===== src/hdl/hct_pkg.sv =====
package hct_pkg;

    localparam int unsigned HW        = 16;   // height / position width, Q4.12
    localparam int unsigned NW        = 36;   // normal width, Q12.24
    localparam int unsigned CNT_CFG_W = 11;   // columns / rows register width
    localparam int unsigned STEP_W    = 14;   // step register width
    localparam int unsigned CFG_DW    = 14;   // config data width (widest register)
    localparam int unsigned CFG_IW    = 2;    // config index width
    localparam int unsigned ONE_Q12   = 4096;

    localparam int unsigned VIDX_W    = 3;
    localparam logic [VIDX_W-1:0] LAST_VERTEX = 3'd5;

    localparam logic [CNT_CFG_W-1:0] COLUMNS_RST  = 11'd1024;
    localparam logic [CNT_CFG_W-1:0] ROWS_RST     = 11'd1024;
    localparam logic [STEP_W-1:0]    COL_STEP_RST = 14'd8;
    localparam logic [STEP_W-1:0]    ROW_STEP_RST = 14'd8;

    typedef enum logic [CFG_IW-1:0] {
        CFG_COLUMNS  = 2'd0,
        CFG_ROWS     = 2'd1,
        CFG_COL_STEP = 2'd2,
        CFG_ROW_STEP = 2'd3
    } t_cfg_idx;

    typedef struct packed {
        logic signed [HW-1:0] here;
        logic signed [HW-1:0] right;
        logic signed [HW-1:0] up;
        logic signed [HW-1:0] diag;
    } t_heights;

    // Everything needed to emit the six vertices of one cell.
    typedef struct packed {
        logic signed [HW-1:0] x0;
        logic signed [HW-1:0] x1;
        logic signed [HW-1:0] y0;
        logic signed [HW-1:0] y1;
        t_heights             h;
        logic signed [NW-1:0] n1x;
        logic signed [NW-1:0] n1y;
        logic signed [NW-1:0] n2x;
        logic signed [NW-1:0] n2y;
        logic signed [NW-1:0] nz;
        logic                 last_grid;
    } t_cell_res;

endpackage


===== src/hdl/hct_cell_if.sv =====
interface hct_cell_if;
    import hct_pkg::*;

    logic                 valid;
    logic                 ready;
    logic signed [HW-1:0] height_here;
    logic signed [HW-1:0] height_right;
    logic signed [HW-1:0] height_up;
    logic signed [HW-1:0] height_diag;

    modport source (
        output valid, height_here, height_right, height_up, height_diag,
        input  ready
    );
    modport sink (
        input  valid, height_here, height_right, height_up, height_diag,
        output ready
    );
endinterface


===== src/hdl/hct_vertex_if.sv =====
interface hct_vertex_if;
    import hct_pkg::*;

    logic                 valid;
    logic                 ready;
    logic signed [HW-1:0] pos_x;
    logic signed [HW-1:0] pos_y;
    logic signed [HW-1:0] pos_z;
    logic signed [NW-1:0] normal_x;
    logic signed [NW-1:0] normal_y;
    logic signed [NW-1:0] normal_z;
    logic                 last_of_cell;
    logic                 last_of_grid;

    modport source (
        output valid, pos_x, pos_y, pos_z, normal_x, normal_y, normal_z,
               last_of_cell, last_of_grid,
        input  ready
    );
    modport sink (
        input  valid, pos_x, pos_y, pos_z, normal_x, normal_y, normal_z,
               last_of_cell, last_of_grid,
        output ready
    );
endinterface


===== src/hdl/hct_grid_cursor.sv =====
module hct_grid_cursor import hct_pkg::*; #(
    parameter int unsigned MAX_COLUMNS = 1024,
    parameter int unsigned MAX_ROWS    = 1024,
    parameter int unsigned CW          = 10,
    parameter int unsigned RW          = 10
) (
    input  logic                 i_clk,
    input  logic                 i_rst_n,
    input  logic                 i_advance,
    input  logic [CNT_CFG_W-1:0] i_columns,
    input  logic [CNT_CFG_W-1:0] i_rows,
    output logic [CW-1:0]        o_col,
    output logic [RW-1:0]        o_row,
    output logic                 o_last_grid
);

    localparam int unsigned CCW = (CW + 1 > CNT_CFG_W) ? CW + 1 : CNT_CFG_W;
    localparam int unsigned RCW = (RW + 1 > CNT_CFG_W) ? RW + 1 : CNT_CFG_W;
    localparam logic [CW-1:0] COL_END = CW'(MAX_COLUMNS - 1);
    localparam logic [RW-1:0] ROW_END = RW'(MAX_ROWS - 1);

    logic [CW-1:0] r_col, n_col;
    logic [RW-1:0] r_row, n_row;
    logic [CW:0]   col_p1;
    logic [RW:0]   row_p1;
    logic          last_col, last_row;

    // a count register of zero behaves like one: the compare is always true
    assign col_p1   = {1'b0, r_col} + (CW+1)'(1);
    assign row_p1   = {1'b0, r_row} + (RW+1)'(1);
    assign last_col = (CCW'(col_p1) >= CCW'(i_columns)) || (r_col == COL_END);
    assign last_row = (RCW'(row_p1) >= RCW'(i_rows))    || (r_row == ROW_END);

    always_comb begin
        n_col = r_col;
        n_row = r_row;
        if (i_advance) begin
            if (last_col) begin
                n_col = '0;
                n_row = last_row ? '0 : row_p1[RW-1:0];
            end else begin
                n_col = col_p1[CW-1:0];
            end
        end
    end

    always_ff @(posedge i_clk) begin
        if (!i_rst_n) begin
            r_col <= '0;
            r_row <= '0;
        end else begin
            r_col <= n_col;
            r_row <= n_row;
        end
    end

    assign o_col       = r_col;
    assign o_row       = r_row;
    assign o_last_grid = last_col && last_row;

endmodule


===== src/hdl/hct_cell_math.sv =====
module hct_cell_math import hct_pkg::*; #(
    parameter int unsigned CW = 10,
    parameter int unsigned RW = 10
) (
    input  t_heights          i_h,
    input  logic [CW-1:0]     i_col,
    input  logic [RW-1:0]     i_row,
    input  logic [STEP_W-1:0] i_col_step,
    input  logic [STEP_W-1:0] i_row_step,
    input  logic              i_last_grid,
    output t_cell_res         o_res
);

    // exact coordinate width: count*step plus sign and the step add
    localparam int unsigned MW = (CW > RW) ? CW : RW;
    localparam int unsigned PW = MW + STEP_W + 2;
    localparam logic signed [PW-1:0] ONE    = PW'(ONE_Q12);
    localparam logic signed [PW-1:0] SAT_HI = PW'(32767);
    localparam logic signed [PW-1:0] SAT_LO = -PW'(32768);

    function automatic logic signed [HW-1:0] sat(input logic signed [PW-1:0] v);
        logic signed [HW-1:0] r;
        if (v > SAT_HI)      r = 16'sh7fff;
        else if (v < SAT_LO) r = 16'sh8000;
        else                 r = v[HW-1:0];
        return r;
    endfunction

    logic [CW+STEP_W-1:0]   xprod;
    logic [RW+STEP_W-1:0]   yprod;
    logic signed [PW-1:0]   x0, x1, y0, y1;
    logic signed [HW:0]     d01, d02, d23, d13;
    logic signed [STEP_W:0] cs, rs;
    logic signed [31:0]     p1x, p1y, p2x, p2y;
    logic [2*STEP_W-1:0]    pz;

    assign xprod = (CW+STEP_W)'(i_col) * (CW+STEP_W)'(i_col_step);
    assign yprod = (RW+STEP_W)'(i_row) * (RW+STEP_W)'(i_row_step);
    assign x0    = $signed(PW'(xprod)) - ONE;
    assign y0    = $signed(PW'(yprod)) - ONE;
    assign x1    = x0 + $signed(PW'(i_col_step));
    assign y1    = y0 + $signed(PW'(i_row_step));

    // Triangle one edges: ab = (cs,0,h1-h0), ac = (0,rs,h2-h0).
    // Triangle two edges: ab = (-cs,0,h2-h3), ac = (0,-rs,h1-h3).
    assign d01 = $signed({i_h.here[HW-1], i_h.here})   - $signed({i_h.right[HW-1], i_h.right});
    assign d02 = $signed({i_h.here[HW-1], i_h.here})   - $signed({i_h.up[HW-1], i_h.up});
    assign d23 = $signed({i_h.up[HW-1], i_h.up})       - $signed({i_h.diag[HW-1], i_h.diag});
    assign d13 = $signed({i_h.right[HW-1], i_h.right}) - $signed({i_h.diag[HW-1], i_h.diag});
    assign cs  = $signed({1'b0, i_col_step});
    assign rs  = $signed({1'b0, i_row_step});

    assign p1x = 32'(d01 * rs);
    assign p1y = 32'(d02 * cs);
    assign p2x = 32'(d23 * rs);
    assign p2y = 32'(d13 * cs);
    assign pz  = (2*STEP_W)'(i_col_step) * (2*STEP_W)'(i_row_step);

    always_comb begin
        o_res.x0        = sat(x0);
        o_res.x1        = sat(x1);
        o_res.y0        = sat(y0);
        o_res.y1        = sat(y1);
        o_res.h         = i_h;
        o_res.n1x       = NW'(p1x);
        o_res.n1y       = NW'(p1y);
        o_res.n2x       = NW'(p2x);
        o_res.n2y       = NW'(p2y);
        o_res.nz        = $signed(NW'(pz));
        o_res.last_grid = i_last_grid;
    end

endmodule


===== src/hdl/hct_vertex_seq.sv =====
module hct_vertex_seq import hct_pkg::*; (
    input  logic              i_clk,
    input  logic              i_rst_n,
    input  logic              i_load,
    input  t_cell_res         i_res,
    output logic              o_load_ready,
    hct_vertex_if.source      o_vertex
);

    t_cell_res         r_res;
    logic              r_valid;
    logic [VIDX_W-1:0] r_vidx;
    logic              take, take_last;

    assign take         = r_valid && o_vertex.ready;
    assign take_last    = take && (r_vidx == LAST_VERTEX);
    assign o_load_ready = !r_valid || take_last;

    always_ff @(posedge i_clk) begin
        if (!i_rst_n) begin
            r_valid <= 1'b0;
            r_vidx  <= '0;
        end else begin
            if (i_load) begin
                r_valid <= 1'b1;
                r_vidx  <= '0;
            end else if (take_last) begin
                r_valid <= 1'b0;
                r_vidx  <= '0;
            end else if (take) begin
                r_vidx  <= r_vidx + VIDX_W'(1);
            end
        end
    end

    always_ff @(posedge i_clk) begin
        if (i_load) begin
            r_res <= i_res;
        end
    end

    // vertex order: t1 = here, right, up; t2 = diag, up, right
    always_comb begin
        o_vertex.pos_x    = r_res.x0;
        o_vertex.pos_y    = r_res.y0;
        o_vertex.pos_z    = r_res.h.here;
        o_vertex.normal_x = r_res.n1x;
        o_vertex.normal_y = r_res.n1y;
        case (r_vidx)
            3'd0: begin
                o_vertex.pos_x = r_res.x0;
                o_vertex.pos_y = r_res.y0;
                o_vertex.pos_z = r_res.h.here;
            end
            3'd1: begin
                o_vertex.pos_x = r_res.x1;
                o_vertex.pos_y = r_res.y0;
                o_vertex.pos_z = r_res.h.right;
            end
            3'd2: begin
                o_vertex.pos_x = r_res.x0;
                o_vertex.pos_y = r_res.y1;
                o_vertex.pos_z = r_res.h.up;
            end
            3'd3: begin
                o_vertex.pos_x    = r_res.x1;
                o_vertex.pos_y    = r_res.y1;
                o_vertex.pos_z    = r_res.h.diag;
                o_vertex.normal_x = r_res.n2x;
                o_vertex.normal_y = r_res.n2y;
            end
            3'd4: begin
                o_vertex.pos_x    = r_res.x0;
                o_vertex.pos_y    = r_res.y1;
                o_vertex.pos_z    = r_res.h.up;
                o_vertex.normal_x = r_res.n2x;
                o_vertex.normal_y = r_res.n2y;
            end
            3'd5: begin
                o_vertex.pos_x    = r_res.x1;
                o_vertex.pos_y    = r_res.y0;
                o_vertex.pos_z    = r_res.h.right;
                o_vertex.normal_x = r_res.n2x;
                o_vertex.normal_y = r_res.n2y;
            end
            default: begin
                o_vertex.pos_x = r_res.x0;
            end
        endcase
    end

    assign o_vertex.valid        = r_valid;
    assign o_vertex.normal_z     = r_res.nz;
    assign o_vertex.last_of_cell = (r_vidx == LAST_VERTEX);
    assign o_vertex.last_of_grid = (r_vidx == LAST_VERTEX) && r_res.last_grid;

    a_vidx_range: assert property (@(posedge i_clk) disable iff (!i_rst_n)
        r_vidx <= LAST_VERTEX)
        else $error("vertex index past last vertex");

    a_idle_vidx: assert property (@(posedge i_clk) disable iff (!i_rst_n)
        !r_valid |-> r_vidx == '0)
        else $error("vertex index not parked while empty");

    a_load_start: assert property (@(posedge i_clk) disable iff (!i_rst_n)
        i_load |=> r_valid && r_vidx == '0)
        else $error("load did not start a new cell at vertex zero");

    a_load_gap: assert property (@(posedge i_clk) disable iff (!i_rst_n)
        i_load && !take_last |-> !r_valid)
        else $error("cell overwritten before its last vertex left");

endmodule


===== src/hdl/heightmap_cell_triangulator.sv =====
// Heightmap cell triangulator. Each input word carries the four corner
// heights of one grid cell (signed Q4.12) in row-major order; internal column
// and row counters track where that cell sits. For every cell the block emits
// six vertex words: triangle one (here, right, up) and triangle two (diag, up,
// right). Each vertex has x = col*column_step - 1.0, y = row*row_step - 1.0
// (saturated to 16 bits), z = corner height, and its triangle's face normal
// (ab x ac) in exact Q12.24, computed from unsaturated edges. last_of_cell
// marks the sixth vertex, last_of_grid the sixth vertex of the final cell,
// after which the counters wrap to zero. Registers: 0 columns, 1 rows,
// 2 column_step, 3 row_step; write them only while the block is idle.
// Cell throughput is set by the single vertex output channel carrying six
// words per cell. An accepted cell passes through the input register, then
// the math stage into the cell result register, before its first vertex
// goes out. A new cell is taken while the previous one is still draining,
// so the output streams without gaps.
module heightmap_cell_triangulator import hct_pkg::*; #(
    parameter int unsigned MAX_COLUMNS = 1024,
    parameter int unsigned MAX_ROWS    = 1024
) (
    input  logic              i_clk,
    input  logic              i_rst_n,
    input  logic              i_cfg_we,
    input  logic [CFG_IW-1:0] i_cfg_idx,
    input  logic [CFG_DW-1:0] i_cfg_data,
    hct_cell_if.sink          i_cell,
    hct_vertex_if.source      o_vertex
);

    // counter widths follow the grid limits
    localparam int unsigned CW = (MAX_COLUMNS > 1) ? $clog2(MAX_COLUMNS) : 1;
    localparam int unsigned RW = (MAX_ROWS > 1)    ? $clog2(MAX_ROWS)    : 1;

    // configuration
    logic [CNT_CFG_W-1:0] r_columns, r_rows;
    logic [STEP_W-1:0]    r_col_step, r_row_step;

    always_ff @(posedge i_clk) begin
        if (!i_rst_n) begin
            r_columns  <= COLUMNS_RST;
            r_rows     <= ROWS_RST;
            r_col_step <= COL_STEP_RST;
            r_row_step <= ROW_STEP_RST;
        end else if (i_cfg_we) begin
            case (t_cfg_idx'(i_cfg_idx))
                CFG_COLUMNS:  r_columns  <= i_cfg_data[CNT_CFG_W-1:0];
                CFG_ROWS:     r_rows     <= i_cfg_data[CNT_CFG_W-1:0];
                CFG_COL_STEP: r_col_step <= i_cfg_data[STEP_W-1:0];
                CFG_ROW_STEP: r_row_step <= i_cfg_data[STEP_W-1:0];
                default: begin
                end
            endcase
        end
    end

    // input acceptance and cell position
    logic          accept, seq_ready, load;
    logic [CW-1:0] cur_col;
    logic [RW-1:0] cur_row;
    logic          cur_last_grid;

    assign accept = i_cell.valid && i_cell.ready;

    hct_grid_cursor #(
        .MAX_COLUMNS (MAX_COLUMNS),
        .MAX_ROWS    (MAX_ROWS),
        .CW          (CW),
        .RW          (RW)
    ) u_cursor (
        .i_clk       (i_clk),
        .i_rst_n     (i_rst_n),
        .i_advance   (accept),
        .i_columns   (r_columns),
        .i_rows      (r_rows),
        .o_col       (cur_col),
        .o_row       (cur_row),
        .o_last_grid (cur_last_grid)
    );

    // input register: heights plus the cell's position snapshot
    logic          r_in_valid;
    t_heights      r_h;
    logic [CW-1:0] r_col;
    logic [RW-1:0] r_row;
    logic          r_last_grid;

    // the input stage empties whenever the result register can take its cell
    assign i_cell.ready = !r_in_valid || seq_ready;
    assign load         = r_in_valid && seq_ready;

    always_ff @(posedge i_clk) begin
        if (!i_rst_n) begin
            r_in_valid <= 1'b0;
        end else if (accept) begin
            r_in_valid <= 1'b1;
        end else if (seq_ready) begin
            r_in_valid <= 1'b0;
        end
    end

    always_ff @(posedge i_clk) begin
        if (accept) begin
            r_h.here    <= i_cell.height_here;
            r_h.right   <= i_cell.height_right;
            r_h.up      <= i_cell.height_up;
            r_h.diag    <= i_cell.height_diag;
            r_col       <= cur_col;
            r_row       <= cur_row;
            r_last_grid <= cur_last_grid;
        end
    end

    // positions and normals
    t_cell_res cell_res;

    hct_cell_math #(
        .CW (CW),
        .RW (RW)
    ) u_math (
        .i_h         (r_h),
        .i_col       (r_col),
        .i_row       (r_row),
        .i_col_step  (r_col_step),
        .i_row_step  (r_row_step),
        .i_last_grid (r_last_grid),
        .o_res       (cell_res)
    );

    // result register and six-word vertex sequencer
    hct_vertex_seq u_seq (
        .i_clk        (i_clk),
        .i_rst_n      (i_rst_n),
        .i_load       (load),
        .i_res        (cell_res),
        .o_load_ready (seq_ready),
        .o_vertex     (o_vertex)
    );

endmodule


===== src/flat_wrapper.sv =====
// flat-port wrapper written by rule: the top's interface ports become plain ports
module heightmap_cell_triangulator_flat import hct_pkg::*;
#(
    parameter int unsigned MAX_COLUMNS = 1024,
    parameter int unsigned MAX_ROWS    = 1024
)
  (i_clk, i_rst_n, i_cfg_we, i_cfg_idx, i_cfg_data, i_cell_valid, i_cell_height_here, i_cell_height_right, i_cell_height_up, i_cell_height_diag, i_cell_ready, o_vertex_valid, o_vertex_pos_x, o_vertex_pos_y, o_vertex_pos_z, o_vertex_normal_x, o_vertex_normal_y, o_vertex_normal_z, o_vertex_last_of_cell, o_vertex_last_of_grid, o_vertex_ready);
  hct_cell_if i_cell_i ();
  hct_vertex_if o_vertex_i ();
  input  logic i_clk;
  input  logic i_rst_n;
  input  logic i_cfg_we;
  input  logic [CFG_IW-1:0] i_cfg_idx;
  input  logic [CFG_DW-1:0] i_cfg_data;
  input wire logic [$bits(i_cell_i.valid)-1:0] i_cell_valid;
  input wire logic [$bits(i_cell_i.height_here)-1:0] i_cell_height_here;
  input wire logic [$bits(i_cell_i.height_right)-1:0] i_cell_height_right;
  input wire logic [$bits(i_cell_i.height_up)-1:0] i_cell_height_up;
  input wire logic [$bits(i_cell_i.height_diag)-1:0] i_cell_height_diag;
  output wire logic [$bits(i_cell_i.ready)-1:0] i_cell_ready;
  output wire logic [$bits(o_vertex_i.valid)-1:0] o_vertex_valid;
  output wire logic [$bits(o_vertex_i.pos_x)-1:0] o_vertex_pos_x;
  output wire logic [$bits(o_vertex_i.pos_y)-1:0] o_vertex_pos_y;
  output wire logic [$bits(o_vertex_i.pos_z)-1:0] o_vertex_pos_z;
  output wire logic [$bits(o_vertex_i.normal_x)-1:0] o_vertex_normal_x;
  output wire logic [$bits(o_vertex_i.normal_y)-1:0] o_vertex_normal_y;
  output wire logic [$bits(o_vertex_i.normal_z)-1:0] o_vertex_normal_z;
  output wire logic [$bits(o_vertex_i.last_of_cell)-1:0] o_vertex_last_of_cell;
  output wire logic [$bits(o_vertex_i.last_of_grid)-1:0] o_vertex_last_of_grid;
  input wire logic [$bits(o_vertex_i.ready)-1:0] o_vertex_ready;
  assign i_cell_i.valid = i_cell_valid;
  assign i_cell_i.height_here = i_cell_height_here;
  assign i_cell_i.height_right = i_cell_height_right;
  assign i_cell_i.height_up = i_cell_height_up;
  assign i_cell_i.height_diag = i_cell_height_diag;
  assign i_cell_ready = i_cell_i.ready;
  assign o_vertex_valid = o_vertex_i.valid;
  assign o_vertex_pos_x = o_vertex_i.pos_x;
  assign o_vertex_pos_y = o_vertex_i.pos_y;
  assign o_vertex_pos_z = o_vertex_i.pos_z;
  assign o_vertex_normal_x = o_vertex_i.normal_x;
  assign o_vertex_normal_y = o_vertex_i.normal_y;
  assign o_vertex_normal_z = o_vertex_i.normal_z;
  assign o_vertex_last_of_cell = o_vertex_i.last_of_cell;
  assign o_vertex_last_of_grid = o_vertex_i.last_of_grid;
  assign o_vertex_i.ready = o_vertex_ready;
  heightmap_cell_triangulator #(.MAX_COLUMNS(MAX_COLUMNS), .MAX_ROWS(MAX_ROWS)) u_core (.i_clk(i_clk), .i_rst_n(i_rst_n), .i_cfg_we(i_cfg_we), .i_cfg_idx(i_cfg_idx), .i_cfg_data(i_cfg_data), .i_cell(i_cell_i), .o_vertex(o_vertex_i));
endmodule

===== config.mk =====
export PLATFORM = sky130hd
export DESIGN_NAME = heightmap_cell_triangulator_flat
export DESIGN_NICKNAME = d
export VERILOG_FILES = /design/src/hdl/hct_pkg.sv /design/src/hdl/hct_cell_if.sv /design/src/hdl/hct_vertex_if.sv /design/src/hdl/hct_grid_cursor.sv /design/src/hdl/hct_cell_math.sv /design/src/hdl/hct_vertex_seq.sv /design/src/hdl/heightmap_cell_triangulator.sv /design/src/flat_wrapper.sv
export SDC_FILE = /design/constraint.sdc
export NUM_CORES = 2
export LEC_CHECK = 0
export BUFFER_PORTS_ARGS = -buffer_cell sky130_fd_sc_hd__buf_2
export CAP_MARGIN = 40
export CELL_PAD_IN_SITES_DETAIL_PLACEMENT = 1
export CELL_PAD_IN_SITES_GLOBAL_PLACEMENT = 1
export CORE_ASPECT_RATIO = 1.1
export CORE_MARGIN = 2
export CORE_UTILIZATION = 47
export CTS_BUF_LIST = sky130_fd_sc_hd__clkbuf_8
export DETAILED_ROUTE_END_ITERATION = 8
export GPL_TIMING_DRIVEN = 0
export PLACE_DENSITY = 0.87
export SYNTH_ARGS = -nofsm -noshare
export SYNTH_HDL_FRONTEND = slang
export SYNTH_SLANG_ARGS = --single-unit

===== constraint.sdc =====
create_clock -name i_clk -period 16.29 [get_ports i_clk]
set_clock_uncertainty 0.1 [all_clocks]
set_input_delay 1.629 -clock i_clk [delete_from_list [all_inputs] [get_ports i_clk]]
set_output_delay 1.629 -clock i_clk [all_outputs]
set_load 0.01 [all_outputs]

== Yosys cells after proc, flatten, opt, wreduce, memory -nomap -nowiden ==
Index checks and enable logic that the tools add are counted.

* Add/subtract/negate cells: 11
* $mul: 7
* Div/mod/pow operators: 0
* $lt $le $gt $ge: 10
* Equal/unequal tests: 10
* Shifts and indexed selects: 0
* Mux-type cells: 15
* Bitwise gates (word level): 1
* Reductions and logical operators: 26

{| class="wikitable"
|+ Operator list
! operator !! count
|-
| $mul A17 B15 Y32 || 4
|-
| $mux W16 || 6
|-
| $mux W36 || 2
|-
| $sub A16 B16 Y17 || 4
|-
| $add A25 B15 Y26 || 2
|-
| $gt A26 B16 Y1 const B || 2
|-
| $lt A26 B16 Y1 const B || 2
|-
| $gt A25 B16 Y1 const B || 2
|-
| $lt A25 B16 Y1 const B || 2
|-
| $sub A24 B13 Y25 const B || 2
|-
| $mul A10 B14 Y24 || 2
|-
| $pmux W16 S3 || 1
|-
| $mul A14 B14 Y28 || 1
|-
| $add A10 B1 Y11 const B || 2
|-
| $ge A11 B11 Y1 || 2
|-
| $eq A10 B10 Y1 const B || 2
|-
| $mux W10 || 2
|-
| $reduce_or A3 Y1 || 4
|-
| $reduce_and A2 Y1 || 5
|-
| $eq A3 B2 Y1 const B || 2
|-
| $eq A3 B3 Y1 const B || 2
|-
| $logic_and A1 B1 Y1 || 6
|-
| $eq A2 B2 Y1 const B || 2
|-
| $logic_or A1 B1 Y1 || 4
|-
| other kinds (9) || 15
|}

* Bits in registers: 445
* Bits in latches: 0
* RAM bits: 0
* Memory bits (read-only): 0
* Input bits: 85
* Output and inout bits: 160
* Logic and storage cells: 110
* Memories kept: 0

== Depth between registers and ports, before layout ==
* Depth in word-level cells: 6
* Gate-level depth with buffers: 39
* Mapped depth without buffers: 39

== Hierarchy ==
A second synthesis with hierarchy kept.

* Cell total of the unflattened synthesis: 7,681
* Area total of the unflattened synthesis: 74,719.2 sq um

{| class="wikitable"
|+ Modules (own cells, without submodules)
! module !! instances !! cells an instance !! area each (sq um) !! seq. area each (sq um)
|-
| hct_cell_math || 1 || 6,650 || 57,022.2 || 0.0
|-
| hct_vertex_seq || 1 || 549 || 11,493.5 || 9,359.0
|-
| heightmap_cell_triangulator || 1 || 273 || 4,458.0 || 3,573.4
|-
| hct_grid_cursor || 1 || 209 || 1,745.4 || 400.4
|}

== Least setup slack after synthesis ==
OpenSTA, ideal clock, no wires.

* Path kind: input to register
* Start: input o_vertex_ready
* End: register u_core.u_seq.r_res (netlist bit u_core.u_seq.o_vertex.normal_z[0]) (enable)
* Setup time: 0.968 ns
* Arrival: 14.196 ns
* Required time: 15.222 ns
* Path slack: 1.026 ns
* Cell stages on the path: 2
* Path buffers: 0
* Path through: a21boi_0 -> nor2b_1

* Cells in the longest elaborated chain, start to end: 4

{| class="wikitable"
|+ RTL lines
! what !! RTL line !! source
|-
| start: declaration || flat_wrapper.sv:30 || <nowiki>input wire logic [$bits(o_vertex_i.ready)-1:0] o_vertex_ready;</nowiki>
|-
| $logic_and A1 B1 Y1 || hct_vertex_seq.sv:15 || <nowiki>assign take = r_valid && o_vertex.ready;</nowiki>
|-
| $logic_and A1 B1 Y1 || hct_vertex_seq.sv:16 || <nowiki>assign take_last = take && (r_vidx == LAST_VERTEX);</nowiki>
|-
| $logic_or A1 B1 Y1 || hct_vertex_seq.sv:17 || <nowiki>assign o_load_ready = !r_valid || take_last;</nowiki>
|-
| $logic_and A1 B1 Y1 || heightmap_cell_triangulator.sv:88 || <nowiki>assign load = r_in_valid && seq_ready;</nowiki>
|-
| net u_core.load || heightmap_cell_triangulator.sv:56 || <nowiki>logic accept, seq_ready, load;</nowiki>
|-
| end signal: assignment || hct_vertex_seq.sv:38 || <nowiki>r_res <= i_res;</nowiki>
|-
| end: declaration || hct_vertex_seq.sv:10 || <nowiki>t_cell_res r_res;</nowiki>
|}

The timed path passes the listed nets, and every way through them passes these cells.
A chain may end at the register's enable or synchronous reset.

==> flow_summary.toml <==
[synthesis]
syn_area_per_cell_um2 = 9.56
synthFlopType = "edfxtp_1"
synth_top_area_share_pct = 34.2
synth.area.top_cells = "fa_1, edfxtp_1, ha_1"
synth_top_area_cell = "fa_1"
async_reset_ff_share_pct = 0
yosysSeqAreaShare_pct = 17.2
yosysUniqueCellTypes = 90
syn_area_um2 = 73400
synth_edf_count = 370
synthCells = 7685
ys_ff_latch = 445
ys.warnings.count = 0

[critical_path]
critical_path_class = "reg -> reg"
crit_path_start_kind = "flip-flop"
worstReg2RegEnd = "u_core.u_seq.r_res[103]$_DFFE_PP_"
path_max_fanout = 10
r2r-start = "u_core.r_h[16]$_DFFE_PP_"
crit_start = "u_core.r_h[16]$_DFFE_PP_"
r2r_setup_slack_ns = 4.86
required_ns = 16.76
critPathCaptureType = "flip-flop"
slowest_delay_ns = 0.73
ff2ff_path_depth = 38
worstPathArrival_ns = 11.91
cpMaxStageDelayCell = "o22ai_1"

[place]
io_buffers = 235
place_hpwl_um = 218000
place.gp.congestion = 0.966

[timing]
setup_tns_ns = 0
fmax_mhz = 87.5
post-route-period-util_pct = 70.2
hold_viol = 0
rsz0062_at_grt = "no"
report.final.slew_viol_count = 0
setup_viol = 0
maxSlewHeadroom_pct = 32.7
tightest_slew_ns = 1.01
fin_crit_ns = 11.43

[grt]
grt_max_degree = 66
grt.overflow.total = 0
antenna_found_initial = 34
grt_pass1_wl_um = 400000
track_usage_pct = 33.4
grt_pass1_vias = 66600

[finish]
area_growth_syn_to_layout_pct = 9.32
final_nets = 10100
most-common-layout-cells = "inv_1, fa_1, nand2_1"
drive_gt1_share_pct = 7.90
mostFrequentLayoutCell = "inv_1"
utilization_pct = 51.6

[clock_tree]
cts.clk_slew.worst_paths_ns = 0.06
cts-root-buf = "clkbuf_8"
clk_latency_ns = 0.88
cts_max_level = 3
post_cts_resized = 0
cts_buffers = 77
clk_path_buf_depth = 3
holdBufCountCts = 0
cts_sinks = 445
tritoncts = "yes"
post_cts_buffers = 0

[power_and_ir_drop]
powerDensity_nw_per_um2 = 83.1
peakVddDrop_uv = 80.3
leakage_nw = 37.7

[die]
initial_core_util_pct = 47.2
die_w_um = 381
core_um2 = 156000
fp-row-count = 152
ios = 245
dieArea_um2 = 159000
die_h_um = 419

[drt]
antenna_left = 0
avgViaCountPerCell = 5.72
drt-total-wl_um = 263000
vias = 58800
detail_route.wl_per_cell_um = 25.5
drt-initial-drc-count = 4551
first_pass_iters = 5
drc_errors = 0

[worst_hold_path]
min_from = "u_core.r_h[48]$_DFFE_PP_"
holdCritPathClass = "reg -> reg"
hold_end = "u_core.u_seq.r_res[229]$_DFFE_PP_"
worstHoldPathCells = 0

[run]
max_cap_viol_count = 0

[status]
outcome = "finished clean"
-- cells by family (layout without fill, tap and decap cells) --
family | Yosys count | in the layout | share of synthesized area (%)
AND/OR/NAND/NOR | 2265 | 2265 | 15.2
XOR/XNOR | 275 | 275 | 3.32
other | 1 | 32 | 0.00511
AO/OA/AOI/OAI | 765 | 765 | 6.92
adder cells (fa/ha/maj) | 1930 | 1930 | 45.7
buffers and inverters | 1892 | 2386 | 9.94
multiplexers | 112 | 112 | 1.70
flip-flops | 445 | 445 | 17.2
-- area by class of cell --
class                      instances  area, µm²
multi-input combinational       5355      53600
antenna                           24       60.1
clock inverter                    65        484
clock buffer                      77       1060
fill                           18000      75300
sequential                       445      12600
timing repair buffer             352       2590
buffer                           367       1570
tap                             2079       2600
inverter                        1525       5730
-- worst max path at each step --
stage                                                       end  slack [ns]  cells after the start
floorplan           u_core.u_seq.o_vertex.normal_z[0]$_DFFE_PP_        1.03                      2
detailed placement            u_core.u_seq.r_res[103]$_DFFE_PP_        5.25                     38
global route                  u_core.u_seq.r_res[103]$_DFFE_PP_        4.45                     38
CTS                           u_core.u_seq.r_res[103]$_DFFE_PP_        5.03                     38
global placement              u_core.u_seq.r_res[207]$_DFFE_PP_       -4.67                      3
finish                        u_core.u_seq.r_res[103]$_DFFE_PP_        4.86                     38
-- layer usage --
layer	part of all wire [%]	track usage [%]	wire length, µm
met1	35	38.8	93100
met2	47	54.6	123000
met3	9.6	8.13	25300
met4	7.9	22.9	20900
met5	0.043	0	112
-- cells in the mapped netlist (100+ instances only) --
cell	number
ha_1	675
edfxtp_1	370
nand2_1	953
fa_1	1255
clkbuf_1	311
and2_1	640
nor2_1	182
xnor2_1	188
o21ai_0	142
inv_1	1524
a21oi_1	205
nand3_1	109
mux2_2	100
-- flip-flops by register name, indices dropped and copies added, names as in the netlist --
register / count
u_core.r_col: 10
u_core.u_seq.o_vertex.valid: 1
u_core.u_seq.o_vertex.normal_z: 28
u_core.r_last_grid: 1
u_core.u_cursor.o_row: 10
u_core.r_row_step: 14
u_core.r_columns: 11
u_core.r_h: 64
u_core.r_col_step: 14
u_core.u_seq.r_vidx: 3
u_core.r_in_valid: 1
u_core.u_cursor.o_col: 10
u_core.r_row: 10
u_core.u_seq.r_res: 257
u_core.r_rows: 11
-- where the power goes --
part | leakage (nW) | switching, W | internal (W)
logic | 32.7 | 0.00255 | 0.00147
clock network | 0.859 | 0.000556 | 0.000546
registers | 4.12 | 0.0000659 | 0.00148
-- worst max-delay path: cells and delay by family, from the launching register on --
family / cells / cell delay [ns]
buf+inv: 8 / 0.92
flops: 1 / 0.45
fa+ha+maj: 9 / 4.12
simple gates: 5 / 1.01
compound gates: 16 / 4.63
-- metrics by stage --
| step | worst slack (ns) | area (µm²) | total power (W) | hold WS, ns | cells |
|---|---|---|---|---|---|
| 2_1_floorplan | 1.03 | 73500 | 0.00414 | 0.300 | 7692 |
| 3_3_place_gp | -4.67 | 77200 | 0.00522 | 0.335 | 10000 |
| 3_5_place_dp | 5.25 | 78600 | 0.00549 | 0.348 | 10100 |
| 4_1_cts | 5.03 | 80200 | 0.00665 | 0.363 | 10300 |
| 5_1_grt | 4.45 | 80200 | 0.00713 | 0.384 | 10300 |
| 6_report | 4.86 | 80300 | 0.00667 | 0.366 | 10300 |
Note: power is estimated with default switching activity, not from simulation.
